`src/rtl/crc8fr_pkg.sv`:
```
package crc8fr_pkg;

    localparam int CFG_IDX_W  = 4;
    localparam int CFG_DATA_W = 64;
    localparam int S_TDATA_W  = 8;
    localparam int M_TDATA_W  = 56;
    localparam int M_TUSER_W  = 2;

    localparam logic [CFG_IDX_W-1:0] REG_POLY   = 4'd0;
    localparam logic [CFG_IDX_W-1:0] REG_DELIM  = 4'd1;
    localparam logic [CFG_IDX_W-1:0] REG_MINLEN = 4'd2;
    localparam logic [CFG_IDX_W-1:0] REG_BUFSZ  = 4'd3;
    localparam logic [CFG_IDX_W-1:0] REG_MASK0  = 4'd4;
    localparam logic [CFG_IDX_W-1:0] REG_MASK1  = 4'd5;
    localparam logic [CFG_IDX_W-1:0] REG_MASK2  = 4'd6;
    localparam logic [CFG_IDX_W-1:0] REG_MASK3  = 4'd7;

    localparam logic [7:0]  RST_POLY   = 8'h07;
    localparam logic [7:0]  RST_DELIM  = 8'hAA;
    localparam logic [15:0] RST_MINLEN = 16'd4;
    localparam logic [15:0] RST_BUFSZ  = 16'd256;

    // header bytes counted in the length field besides the payload
    localparam logic [16:0] LEN_OVERHEAD = 17'd3;

    typedef enum logic [2:0] {
        PH_HUNT,
        PH_LEN_LO,
        PH_LEN_HI,
        PH_CMD,
        PH_CRC1,
        PH_PAYLOAD,
        PH_CRC2
    } phase_t;

    typedef enum logic [1:0] {
        EV_NONE,
        EV_BYTE,
        EV_DONE,
        EV_ERROR
    } ev_t;

    typedef enum logic [2:0] {
        ERR_NONE,
        ERR_DELIM,
        ERR_SHORT,
        ERR_LONG,
        ERR_CMD,
        ERR_CRC1,
        ERR_OVERFLOW,
        ERR_CRC2
    } err_t;

    typedef struct packed {
        logic [255:0] cmd_mask;   // bit c set: command code c is valid
        logic [15:0]  buf_size;
        logic [15:0]  min_len;
        logic [7:0]   delim;
        logic [7:0]   poly;
    } cfg_t;

    typedef struct packed {
        ev_t         kind;
        logic [7:0]  out_byte;
        logic [15:0] out_index;
        logic [7:0]  command_type;
        logic [15:0] frame_size;
        err_t        error_code;
    } res_t;

    // CRC-8, MSB first, one byte
    function automatic logic [7:0] crc8_step(input logic [7:0] crc, input logic [7:0] b,
                                             input logic [7:0] poly);
        logic [7:0] c;
        c = crc ^ b;
        for (int i = 0; i < 8; i++) begin
            if (c[7]) begin
                c = {c[6:0], 1'b0} ^ poly;
            end else begin
                c = {c[6:0], 1'b0};
            end
        end
        return c;
    endfunction

endpackage

```
`src/rtl/crc8fr_cfg_regs.sv`:
```
module crc8fr_cfg_regs
    import crc8fr_pkg::*;
(
    input  logic                  aclk,
    input  logic                  aresetn,
    input  logic                  wr_en,
    input  logic [CFG_IDX_W-1:0]  wr_index,
    input  logic [CFG_DATA_W-1:0] wr_data,
    output cfg_t                  cfg
);

    cfg_t cfg_reg, cfg_next;

    always_comb begin
        cfg_next = cfg_reg;
        if (wr_en) begin
            case (wr_index)
                REG_POLY:   cfg_next.poly             = wr_data[7:0];
                REG_DELIM:  cfg_next.delim            = wr_data[7:0];
                REG_MINLEN: cfg_next.min_len          = wr_data[15:0];
                REG_BUFSZ:  cfg_next.buf_size         = wr_data[15:0];
                REG_MASK0:  cfg_next.cmd_mask[63:0]   = wr_data;
                REG_MASK1:  cfg_next.cmd_mask[127:64] = wr_data;
                REG_MASK2:  cfg_next.cmd_mask[191:128] = wr_data;
                REG_MASK3:  cfg_next.cmd_mask[255:192] = wr_data;
                default:    cfg_next = cfg_reg;
            endcase
        end
    end

    always_ff @(posedge aclk) begin
        if (!aresetn) begin
            cfg_reg.poly     <= RST_POLY;
            cfg_reg.delim    <= RST_DELIM;
            cfg_reg.min_len  <= RST_MINLEN;
            cfg_reg.buf_size <= RST_BUFSZ;
            cfg_reg.cmd_mask <= '0;
        end else begin
            cfg_reg <= cfg_next;
        end
    end

    assign cfg = cfg_reg;

endmodule

```
`config.mk`:
```
export PLATFORM = sky130hd
export DESIGN_NAME = crc8fr_cfg_regs
export DESIGN_NICKNAME = d
export VERILOG_FILES = /design/src/rtl/crc8fr_pkg.sv /design/src/rtl/crc8fr_cfg_regs.sv
export SDC_FILE = /design/constraint.sdc
export NUM_CORES = 1
export LEC_CHECK = 0
export ABC_AREA = 1
export BUFFER_PORTS_ARGS = -buffer_cell sky130_fd_sc_hd__buf_2
export CORE_MARGIN = 4
export CORE_UTILIZATION = 55
export DETAILED_ROUTE_END_ITERATION = 8
export PLACE_DENSITY = 0.95
export SYNTH_ARGS = -nofsm -noshare
export SYNTH_HDL_FRONTEND = slang
export SYNTH_SLANG_ARGS = --single-unit
export TNS_END_PERCENT = 100
```
`constraint.sdc`:
```
create_clock -name aclk -period 3.4 [get_ports aclk]
set_input_delay 1.02 -clock aclk [delete_from_list [all_inputs] [get_ports aclk]]
set_output_delay 1.02 -clock aclk [all_outputs]
set_load 0.05 [all_outputs]
```
==> Yosys cells after proc, flatten, opt, wreduce, memory -nomap -nowiden <==
Index checks and enable logic that the tools add are counted.
W data, S select, Z words.
{ "totals": {"ff_bits": 304, "in_bits": 71, "output_inout_bits": 304, "word_cells": 24} }
{ "op_classes": {"n_eq_ne": 7, "n_reduce_logical": 9} }
{ "op_table": {"columns": ["operator", "count"], "rows": [
  ["$eq A4 B3 Y1 const B", 4],
  ["$reduce_and A2 Y1", 8],
  ["$eq A4 B2 Y1 const B", 2],
  ["$eq A4 B1 Y1 const B", 1],
  ["$logic_not A4 Y1", 1]
]} }

==> Longest topological paths before layout <==
Gate-level depths: netlist of run 1.
{ "logic_depth": {"word_depth": 2, "depth_mapped": 8} }

==> Least setup slack after synthesis of run 1 <==
No wires, ideal clock.
{ "synth_path": {"path_type": "input to register", "startpoint": "input port wr_en", "endpoint": "register cfg_reg, in the netlist cfg[183]", "arrival_time_ns": 1.840, "required_ns": 3.286, "path_slack_ns": 1.446, "stages": 8, "n_path_buf": 3, "cell_sequence": "buf_2 -> nand3_4 -> nor2_2 -> buf_4 -> buf_2 -> nand2_1 -> nand2_1 -> nor2_1"} }
{ "synth_via": {"elab_chain_cells": 1} }
{ "synth_rtl": {"columns": ["element", "line_no", "text"], "rows": [
  ["from (decl)", "crc8fr_cfg_regs.sv:6", "input logic wr_en,"],
  ["$reduce_and A2 Y1 (no line)", null, null],
  ["to (signal assigned)", "crc8fr_cfg_regs.sv:39", "cfg_reg <= cfg_next;"],
  ["to (decl)", "crc8fr_cfg_regs.sv:12", "cfg_t cfg_reg, cfg_next;"]
]} }
Every way passes these cells.
A chain may end at the register's enable or synchronous reset.

==> Worst setup path after layout of run 1 <==
{ "layout_path": {"startpoint": "register cfg_reg, in the netlist cfg[81]", "endpoint": "output port cfg[81] (netlist bit)"} }
{ "layout_lines": {"columns": ["element", "line_no", "text"], "rows": [
  ["to (decl)", "crc8fr_cfg_regs.sv:9", "output cfg_t cfg"]
]} }
No word-level cell between the ends.

==> reports/results.txt, run 1 <==
run status = finished, final reports clean
Final Skew = 0 ns
syn avg cell area = 6.812 um2
Core Area = 20960 um2
Worst VDD drop = 0.4673 mV
Chip Width = 154.0 um
Post-CTS Hold Fix Bufs = 0
Synth Warn # = 0
nature of the critical path endpoint = output pin
count of cell types in the netlist = 16
initial antenna violation count = 0
Slew HR = 0.3675
Async SR Flop Fraction = 0
postcts setup bufs = 0
CP max stage cell = dfxtp_1
Design Power = 8.122 mW
TritonCTS buffer count = 30
I/O pin cnt = 375
fraction of final layout cells sized beyond drive strength 1 = 0.2173
first-pass GRT wire length = 55160 um
unrepaired setup endpoints after global routing = false
Synth top area share = 0.5194
Antenna Cells = 0
placed cell area = 13540 um2
Max Freq = 446.6 MHz
cell taking the most area after synthesis = dfxtp_1
drt wl/cell = 14.81 um
# rows = 53
Synth Cell Area = 11720 um2
vias in the first global route = 11.24k
Setup-failing EPs final = 0
starting density of the core = 0.5591
CP Data Required Time = 2.38 ns
EDFF count, synth = 0
final count of pins violating max slew = 0
All-Layer GR Usage = 0.2791
kind of critical path = flop to output pin
Period minus WS final = 2.239 ns
Worst-path clk slew = 0.06 ns
CP arrival = 1.22 ns
Startpoint Class = flop
total wire length = 34550 um
H-Tree Depth = 1
sequential-to-total area share from yosys stat = 0.5194
critical path cell sequence = buf_2
clk_lat worst skew = 0.54 ns
Tightest Hold Check Type = flop to flop
Via density = 5.003
cell count after synthesis = 1720
DRT iter0 DRCs = 843
clock sink count = 304
DRC Markers = 0
clk buf depth = 3
Placer Congestion = 0.8618
worst-margin pin slew = 0.9453 ns
synthesized flop and latch total = 304
Overflow after GRT = 0
area grow syn2layout = 24.98%
PwrDens = 554.7 nW/um2
Resized cells post-CTS = 0
commonest cells in the netlist = 594 x nor2_1, 591 x nand2_1, 304 x dfxtp_1
DRT Pass-1 Iters = 8
post-route ant nets = 0
clk root buf = clkbuf_16
# nets final = 2106
final hold vios = 0
Final Cell Area = 14640 um2
max_cap viols = 0
CP Buf/Inv Count = 1
Final Cycle Share = 0.6585
most frequent cell after synthesis = nor2_1
CTS tree = built
CP peak stage delay = 0.38 ns
Port Buf Inserts = 374
Vias = 11.67k
Syn Nets = 1791
Pleak = 7.581 nW
TNS Setup = 0 ns
Die Y = 154.0 um
worst-path fanout max = 2
largest net degree at the start of global routing = 129
max FFs per register = 304
top post-synthesis cells by area = dfxtp_1 52%, nor2_1 19%, nand2_1 19%
Top delay family on crit path = flip-flops
fill cell count = 1579
Primary FF master, synth = dfxtp_1
Die Area = 23700 um2
DP HPWL = 23440 um
==> routing by layer <==
| layer | track usage | up-vias | part of all wire | wire length [um] |
|---|---|---|---|---|
| li1 | - | 5700 | - | - |
| met1 | 0.3144 | 5234 | 0.37 | 12680 |
| met2 | 0.4750 | 588 | 0.48 | 16480 |
| met3 | 0.07712 | 144 | 0.095 | 3289 |
| met4 | 0.1581 | 0 | 0.061 | 2094 |
| met5 | 0 | - | 0 | 0 |
==> layout by cell type (no fill, tap or decap) <==
| master | n |
|---|---|
| nor2_1 | 594 |
| nand2_1 | 591 |
| buf_2 | 373 |
| dfxtp_1 | 304 |
| inv_1 | 88 |
| clkbuf_16 | 31 |
| nand4_1 | 20 |
| nand3_1 | 12 |
| clkbuf_8 | 10 |
| buf_12 | 7 |
| nor2_4 | 6 |
| bufinv_16 | 5 |
| clkinv_2 | 5 |
| clkinvlp_4 | 3 |
| buf_4 | 3 |
| nand3_4 | 1 |
| nand2_2 | 1 |
| inv_2 | 1 |
| o21ai_0 | 1 |
| clkinv_4 | 1 |
==> worst paths after layout <==
check,depth (start not counted),endpoint,slack (ns),startpoint
min,2,cfg[40],0.47,cfg[40]
max reg2reg,2,cfg[100],2.67,cfg[100]
max,1,cfg[81],1.16,cfg[81]
min reg2reg,2,cfg[40],0.47,cfg[40]
==> layout make-up <==
| type | count | area (um2) | share of cell area |
|---|---|---|---|
| tap | 275 | 344.1 | 0.02350 |
| timing repair buffer | 384 | 2043 | 0.1395 |
| inverter | 89 | 334.1 | 0.02281 |
| sequential | 304 | 6086 | 0.4156 |
| multi-input combinational | 1226 | 4730 | 0.3230 |
| clock inverter | 14 | 206.4 | 0.01410 |
| clock buffer | 40 | 899.6 | 0.06144 |
==> where the power goes <==
| part | internal (mW) | total [mW] | switching, mW |
|---|---|---|---|
| Sequential | 3.64 | 3.68 | 0.0415 |
| Clock | 2.23 | 3.63 | 1.41 |
| Combinational | 0.194 | 0.808 | 0.614 |
| Total | 6.06 | 8.12 | 2.06 |
==> metrics by stage <==
| step | cells | hold slack (ns) | util | setup WS, ns |
|---|---|---|---|---|
| after floorplan | 1720 | 0.6907 | - | 1.446 |
| after global placement | 2278 | 0.4350 | 0.6460 | 0.8365 |
| after detailed placement | 2278 | 0.4433 | 0.6460 | 0.7492 |
| after CTS | 2332 | 0.4635 | 0.6988 | 1.132 |
| after global routing | 2332 | 0.4889 | 0.6988 | 1.069 |
| final | 2332 | 0.4664 | 0.6988 | 1.161 |
==> cells by family (layout without fill, tap and decap cells) <==
family          count (synthesis)  count (layout)  synth area share
compound gates                  1               1         0.0004268
flops                         304             304            0.5194
buf+inv                       190             527           0.07860
simple gates                 1225            1225            0.4015
Note: power is estimated with default switching activity, not from simulation.
==> inputs of run 2 (changes only) <==
--- a/config.mk
+++ b/config.mk
@@ -8,9 +8,9 @@
 export ABC_AREA = 1
 export BUFFER_PORTS_ARGS = -buffer_cell sky130_fd_sc_hd__buf_2
 export CORE_MARGIN = 4
-export CORE_UTILIZATION = 55
+export CORE_UTILIZATION = 46
 export DETAILED_ROUTE_END_ITERATION = 8
-export PLACE_DENSITY = 0.95
+export PLACE_DENSITY = 0.88
 export SYNTH_ARGS = -nofsm -noshare
 export SYNTH_HDL_FRONTEND = slang
 export SYNTH_SLANG_ARGS = --single-unit
==> constraint.sdc (replaced) <==
create_clock -name aclk -period 1.85 [get_ports aclk]
set_input_delay 0.555 -clock aclk [delete_from_list [all_inputs] [get_ports aclk]]
set_output_delay 0.555 -clock aclk [all_outputs]
set_load 0.05 [all_outputs]
==> reports/results.txt, run 2 (same netlist as run 1, synthesis figures left out) <==
worst-path fanout max = 2 (unchanged)
total wire length = 34660 um (+0.34%)
worst hold slack = 0.2462 ns (-0.2202 ns)
CP arrival = 1.28 ns (+0.06 ns)
Placer Congestion = 0.8448 (-2.0%)
placed cell area = 13910 um2 (+2.7%)
fraction of final layout cells sized beyond drive strength 1 = 0.2220 (+0.004648)
RR Startpoint = cfg[297]
Design Power = 14.18 mW (+75%)
# nets final = 2126 (+0.95%)
setup slack, reg-to-reg = 1.18 ns (-1.49 ns)
Port Buf Inserts = 374 (unchanged)
PwrDens = 954.0 nW/um2 (+72%)
DRT Pass-1 Iters = 5 (-3)
Slew HR = 0.6445 (+0.2770)
CP Depth = 1 (unchanged)
Die Y = 167.6 um (+8.9%)
CP Buf/Inv Count = 1 (unchanged)
post-route ant nets = 0 (unchanged)
clk root buf = clkbuf_16
Vias = 11.65k (-0.12%)
final hold vios = 0 (unchanged)
clk buf depth = 3 (unchanged)
TritonCTS buffer count = 30 (unchanged)
Final Cycle Share = 0.9906
placed cell count = 2353 (+3.3%)
Final Skew = 0 ns (unchanged)
CTS tree = built
Period minus WS final = 1.833 ns
CP max stage cell = dfxtp_1
DRT iter0 DRCs = 1018 (+21%)
area grow syn2layout = 26.83%
Tightest Hold Check Type = input port to flop
Final Core Density = 0.5918 (-0.1070)
DP Worst Slack = 0.1138 ns (-0.6354 ns)
clk_lat worst skew = 0.54 ns (about the same)
initial antenna violation count = 0 (unchanged)
final count of pins violating max slew = 0 (unchanged)
Max Freq = 545.6 MHz
kind of critical path = flop to output pin
nature of the critical path endpoint = output pin
# rows = 58 (+9.4%)
worst-margin pin slew = 0.5313 ns (-0.4140 ns)
Die Area = 28090 um2 (+19%)
Final Cell Area = 14860 um2 (+1.5%)
Worst-path clk slew = 0.06 ns (about the same)
H-Tree Depth = 1 (unchanged)
Setup-failing EPs final = 0 (unchanged)
vias in the first global route = 10.65k (-5.2%)
Worst VDD drop = 0.6653 mV (+42%)
largest net degree at the start of global routing = 72 (-44%)
DP HPWL = 24630 um (+5.1%)
max_cap viols = 0 (unchanged)
Top delay family on crit path = flip-flops
cells on worst reg2reg path = 2 (unchanged)
max FFs per register = 304 (unchanged)
Antenna Cells = 0 (unchanged)
commonest non-fill, non-tap cell in the layout = nor2_1
TNS Setup = 0 ns (unchanged)
Chip Width = 167.6 um (+8.9%)
CP Data Required Time = 1.29 ns (-1.09 ns)
run status = finished, final reports clean
clock sink count = 304 (unchanged)
Startpoint Class = flop
I/O pin cnt = 375 (unchanged)
starting density of the core = 0.4666 (-0.09250)
end of the critical path = cfg[31]
post-route setup slack = 0.01731 ns (-1.144 ns)
RR Endpoint = cfg[297]
first-pass GRT wire length = 54350 um (-1.5%)
most frequent cells in the layout = 594 x nor2_1, 591 x nand2_1, 372 x buf_2
unrepaired setup endpoints after global routing = false
Core Area = 25110 um2 (+20%)
CP peak stage delay = 0.42 ns (+0.04 ns)
Overflow after GRT = 0 (unchanged)
All-Layer GR Usage = 0.2320 (-0.04709)
CP startpoint = cfg[31]
Final Non-Filler Cells = 2407 (+3.2%)
drt wl/cell = 14.40 um (-2.8%)
Pleak = 7.645 nW (+0.85%)
critical path cell sequence = buf_2
DRC Markers = 0 (unchanged)
Via density = 4.841 (-3.2%)
[run 2: cell count changes in the layout (fill, tap and decap cells not counted)]
cell and delta:
buf_12 +12, clkinv_4 -1, buf_2 -1, clkbuf_8 -5
clkbuf_1 +6, clkinv_2 +4, buf_4 +9, bufinv_16 -4
[run 2: tightest hold or removal path: stages]
cell and delay [ns]:
buf_2 0.09, nor2_1 0.04, nor2_1 0.08
[run 2: routing by layer]
| metal | global-route usage | part of all wire | vias to the layer above | routed length (um) |
|---|---|---|---|---|
| met5 | 0 | 0 | - | 0 |
| met4 | 0.1126 | 0.052 | 0 | 1794 |
| met3 | 0.05996 | 0.088 | 125 | 3055 |
| met2 | 0.3945 | 0.47 | 520 | 16200 |
| met1 | 0.2729 | 0.39 | 5255 | 13620 |
| li1 | - | - | 5752 | - |
[run 2: layout make-up]
cell class | instances | area [um2]
Fill cell | 2220 | 10250
Sequential cell | 304 | 6086
Multi-Input combinational cell | 1226 | 4730
Timing Repair Buffer | 404 | 2346
Clock buffer | 41 | 853.3
Tap cell | 330 | 412.9
Inverter | 89 | 334.1
Clock inverter | 13 | 97.59
[run 2: report_power, final]
group	total, mW	switching [mW]	leakage [nW]	internal [mW]
clock	5.89	2.54	0.468	3.35
sequential	6.77	0.0770	2.46	6.69
combinational	1.52	1.13	4.72	0.385
total	14.2	3.75	7.65	10.4
[run 2: worst min-delay path by stage]
stage	start	to	slack, ns	cells past startpoint
2_1_floorplan	wr_data[0]	cfg[0]	0.67	2
3_3_place_gp	cfg[1]	cfg[1]	0.45	2
4_1_cts	wr_data[9]	cfg[41]	0.22	3
6_report	wr_data[9]	cfg[41]	0.25	3
5_1_grt	wr_data[13]	cfg[45]	0.25	3
3_5_place_dp	cfg[40]	cfg[40]	0.44	2
[run 2: what timing repair did]
action / in CTS / in global routing
hold buffers: 0 / 0
endpoints found under the hold margin: 0 / 0
setup endpoints to repair: 1 / 0
setup buffers: 0 / 0
gates resized for setup: 1 / 0
==> inputs of run 3 (changes only) <==
--- a/config.mk
+++ b/config.mk
@@ -7,7 +7,7 @@
 export LEC_CHECK = 0
 export ABC_AREA = 1
 export BUFFER_PORTS_ARGS = -buffer_cell sky130_fd_sc_hd__buf_2
-export CORE_MARGIN = 4
+export CORE_MARGIN = 8
 export CORE_UTILIZATION = 46
 export DETAILED_ROUTE_END_ITERATION = 8
 export PLACE_DENSITY = 0.88
==> reports/results.txt, run 3 (same netlist as run 1, synthesis figures left out) <==
run status = finished, final reports clean
kind of critical path = flop to output pin
first-pass GRT wire length = 57330 um (+5.5%)
starting density of the core = 0.4666 (unchanged)
All-Layer GR Usage = 0.2247 (-0.007295)
area grow syn2layout = 26.82% (about the same)
DRC Markers = 0 (unchanged)
fill cell count = 2174 (-2.1%)
fraction of final layout cells sized beyond drive strength 1 = 0.2201 (-0.001868)
most frequent cells in the layout = 594 x nor2_1, 591 x nand2_1, 373 x buf_2
multi-input logic area = 4730 um2 (unchanged)
clk root buf = clkbuf_16
# rows = 58 (unchanged)
worst-path fanout max = 2 (unchanged)
TritonCTS buffer count = 31 (+3.3%)
Port Buf Inserts = 374 (unchanged)
Resized cells post-CTS = 0 (-1)
Tightest Hold Check Type = input port to flop
Chip Width = 175.6 um (+4.8%)
Setup-failing EPs final = 0 (unchanged)
postcts setup bufs = 0 (unchanged)
Vias = 11.61k (-0.37%)
post-route ant nets = 0 (unchanged)
Overflow after GRT = 0 (unchanged)
CTS tree = built
worst-margin pin slew = 0.5219 ns (-0.009415 ns)
Startpoint Class = flop
clock sink count = 304 (unchanged)
Core Area = 25110 um2 (unchanged)
unrepaired setup endpoints after global routing = false
I/O pin cnt = 375 (unchanged)
max_cap viols = 0 (unchanged)
CP max stage cell = dfxtp_1
Pleak = 7.655 nW (+0.13%)
H-Tree Depth = 1 (unchanged)
placed cell area = 13890 um2 (-0.11%)
met1 wire length = 13690 um (+0.57%)
total wire length = 36140 um (+4.3%)
Die Y = 175.6 um (+4.8%)
drt wl/cell = 14.99 um (+4.1%)
clk buf depth = 3 (unchanged)
CP Data Required Time = 1.29 ns (about the same)
final count of pins violating max slew = 0 (unchanged)
CP arrival = 1.23 ns (-0.05 ns)
commonest non-fill, non-tap cell in the layout = nor2_1
Top delay family on crit path = flip-flops
PwrDens = 963.7 nW/um2 (+1.0%)
Post-CTS Hold Fix Bufs = 0 (unchanged)
max layer used = met4
initial antenna violation count = 0 (unchanged)
# nets final = 2130 (+0.19%)
Max Freq = 561.3 MHz (+2.9%)
Period minus WS final = 1.782 ns (-0.05101 ns)
final hold vios = 0 (unchanged)
Placer Congestion = 0.8801 (+4.2%)
Worst-path clk slew = 0.06 ns (about the same)
Worst VDD drop = 0.8607 mV (+29%)
CP Buf/Inv Count = 1 (unchanged)
Via density = 4.815 (-0.53%)
DP HPWL = 26280 um (+6.7%)
nature of the critical path endpoint = output pin
DRT iter0 DRCs = 879 (-14%)
Slew HR = 0.6508 (+0.006300)
Final Cycle Share = 0.9631 (-0.02757)
clk_lat worst skew = 0.54 ns (about the same)
TNS Setup = 0 ns (unchanged)
Final Cell Area = 14860 um2 (about the same)
Final Skew = 0 ns (unchanged)
routed wl met2 = 17020 um (+5.1%)
vias in the first global route = 11.42k (+7.2%)
largest net degree at the start of global routing = 71 (-1.4%)
CP peak stage delay = 0.39 ns (-0.03 ns)
Die Area = 30830 um2 (+9.8%)
Met3 Wirelength = 3712 um (+22%)
critical path cell sequence = buf_2
DRT Pass-1 Iters = 7 (+2)
Register Area = 6086 um2 (unchanged)
Antenna Cells = 0 (unchanged)
max FFs per register = 304 (unchanged)
[run 3: worst paths after layout]
check / from / to / slack [ns] / cells past startpoint
hold reg to reg: cfg[40] / cfg[40] / 0.47 / 2
setup reg to reg: cfg[34] / cfg[34] / 1.18 / 4
hold / removal: wr_data[13] / cfg[45] / 0.25 / 3
setup / recovery: cfg[145] / cfg[145] / 0.07 / 1
[run 3: layout make-up]
| cell class | instances | area share |
|---|---|---|
| Multi-Input combinational cell | 1226 | 0.3183 |
| Clock buffer | 48 | 0.05920 |
| Clock inverter | 7 | 0.005895 |
| Inverter | 89 | 0.02248 |
| Tap cell | 330 | 0.02779 |
| Sequential cell | 304 | 0.4096 |
| Timing Repair Buffer | 407 | 0.1567 |
[run 3: metrics by stage]
stage	instances	hold slack (ns)	utilization	worst slack [ns]	power (mW)
after floorplan	1720	0.6682	-	0.3606	7.978
after global placement	2356	0.4424	0.5532	0.1263	8.394
after detailed placement	2356	0.4465	0.5532	0.09167	8.431
after CTS	2411	0.2313	0.5917	0.02963	14.41
after global routing	2411	0.2283	0.5917	0.02768	14.83
final	2411	0.2463	0.5917	0.06832	14.32
[run 3: metal layers]
metal,track usage,up-vias
met5,0,-
met4,0.1024,0
met2,0.3830,515
met1,0.2494,5235
met3,0.07666,110
li1,-,5749
[run 3: power breakdown]
| group | internal, mW | total, mW | switching (mW) |
|---|---|---|---|
| Sequential | 6.69 | 6.77 | 0.0768 |
| Clock | 3.52 | 6.03 | 2.51 |
| Combinational | 0.388 | 1.52 | 1.14 |
| Total | 10.6 | 14.3 | 3.72 |
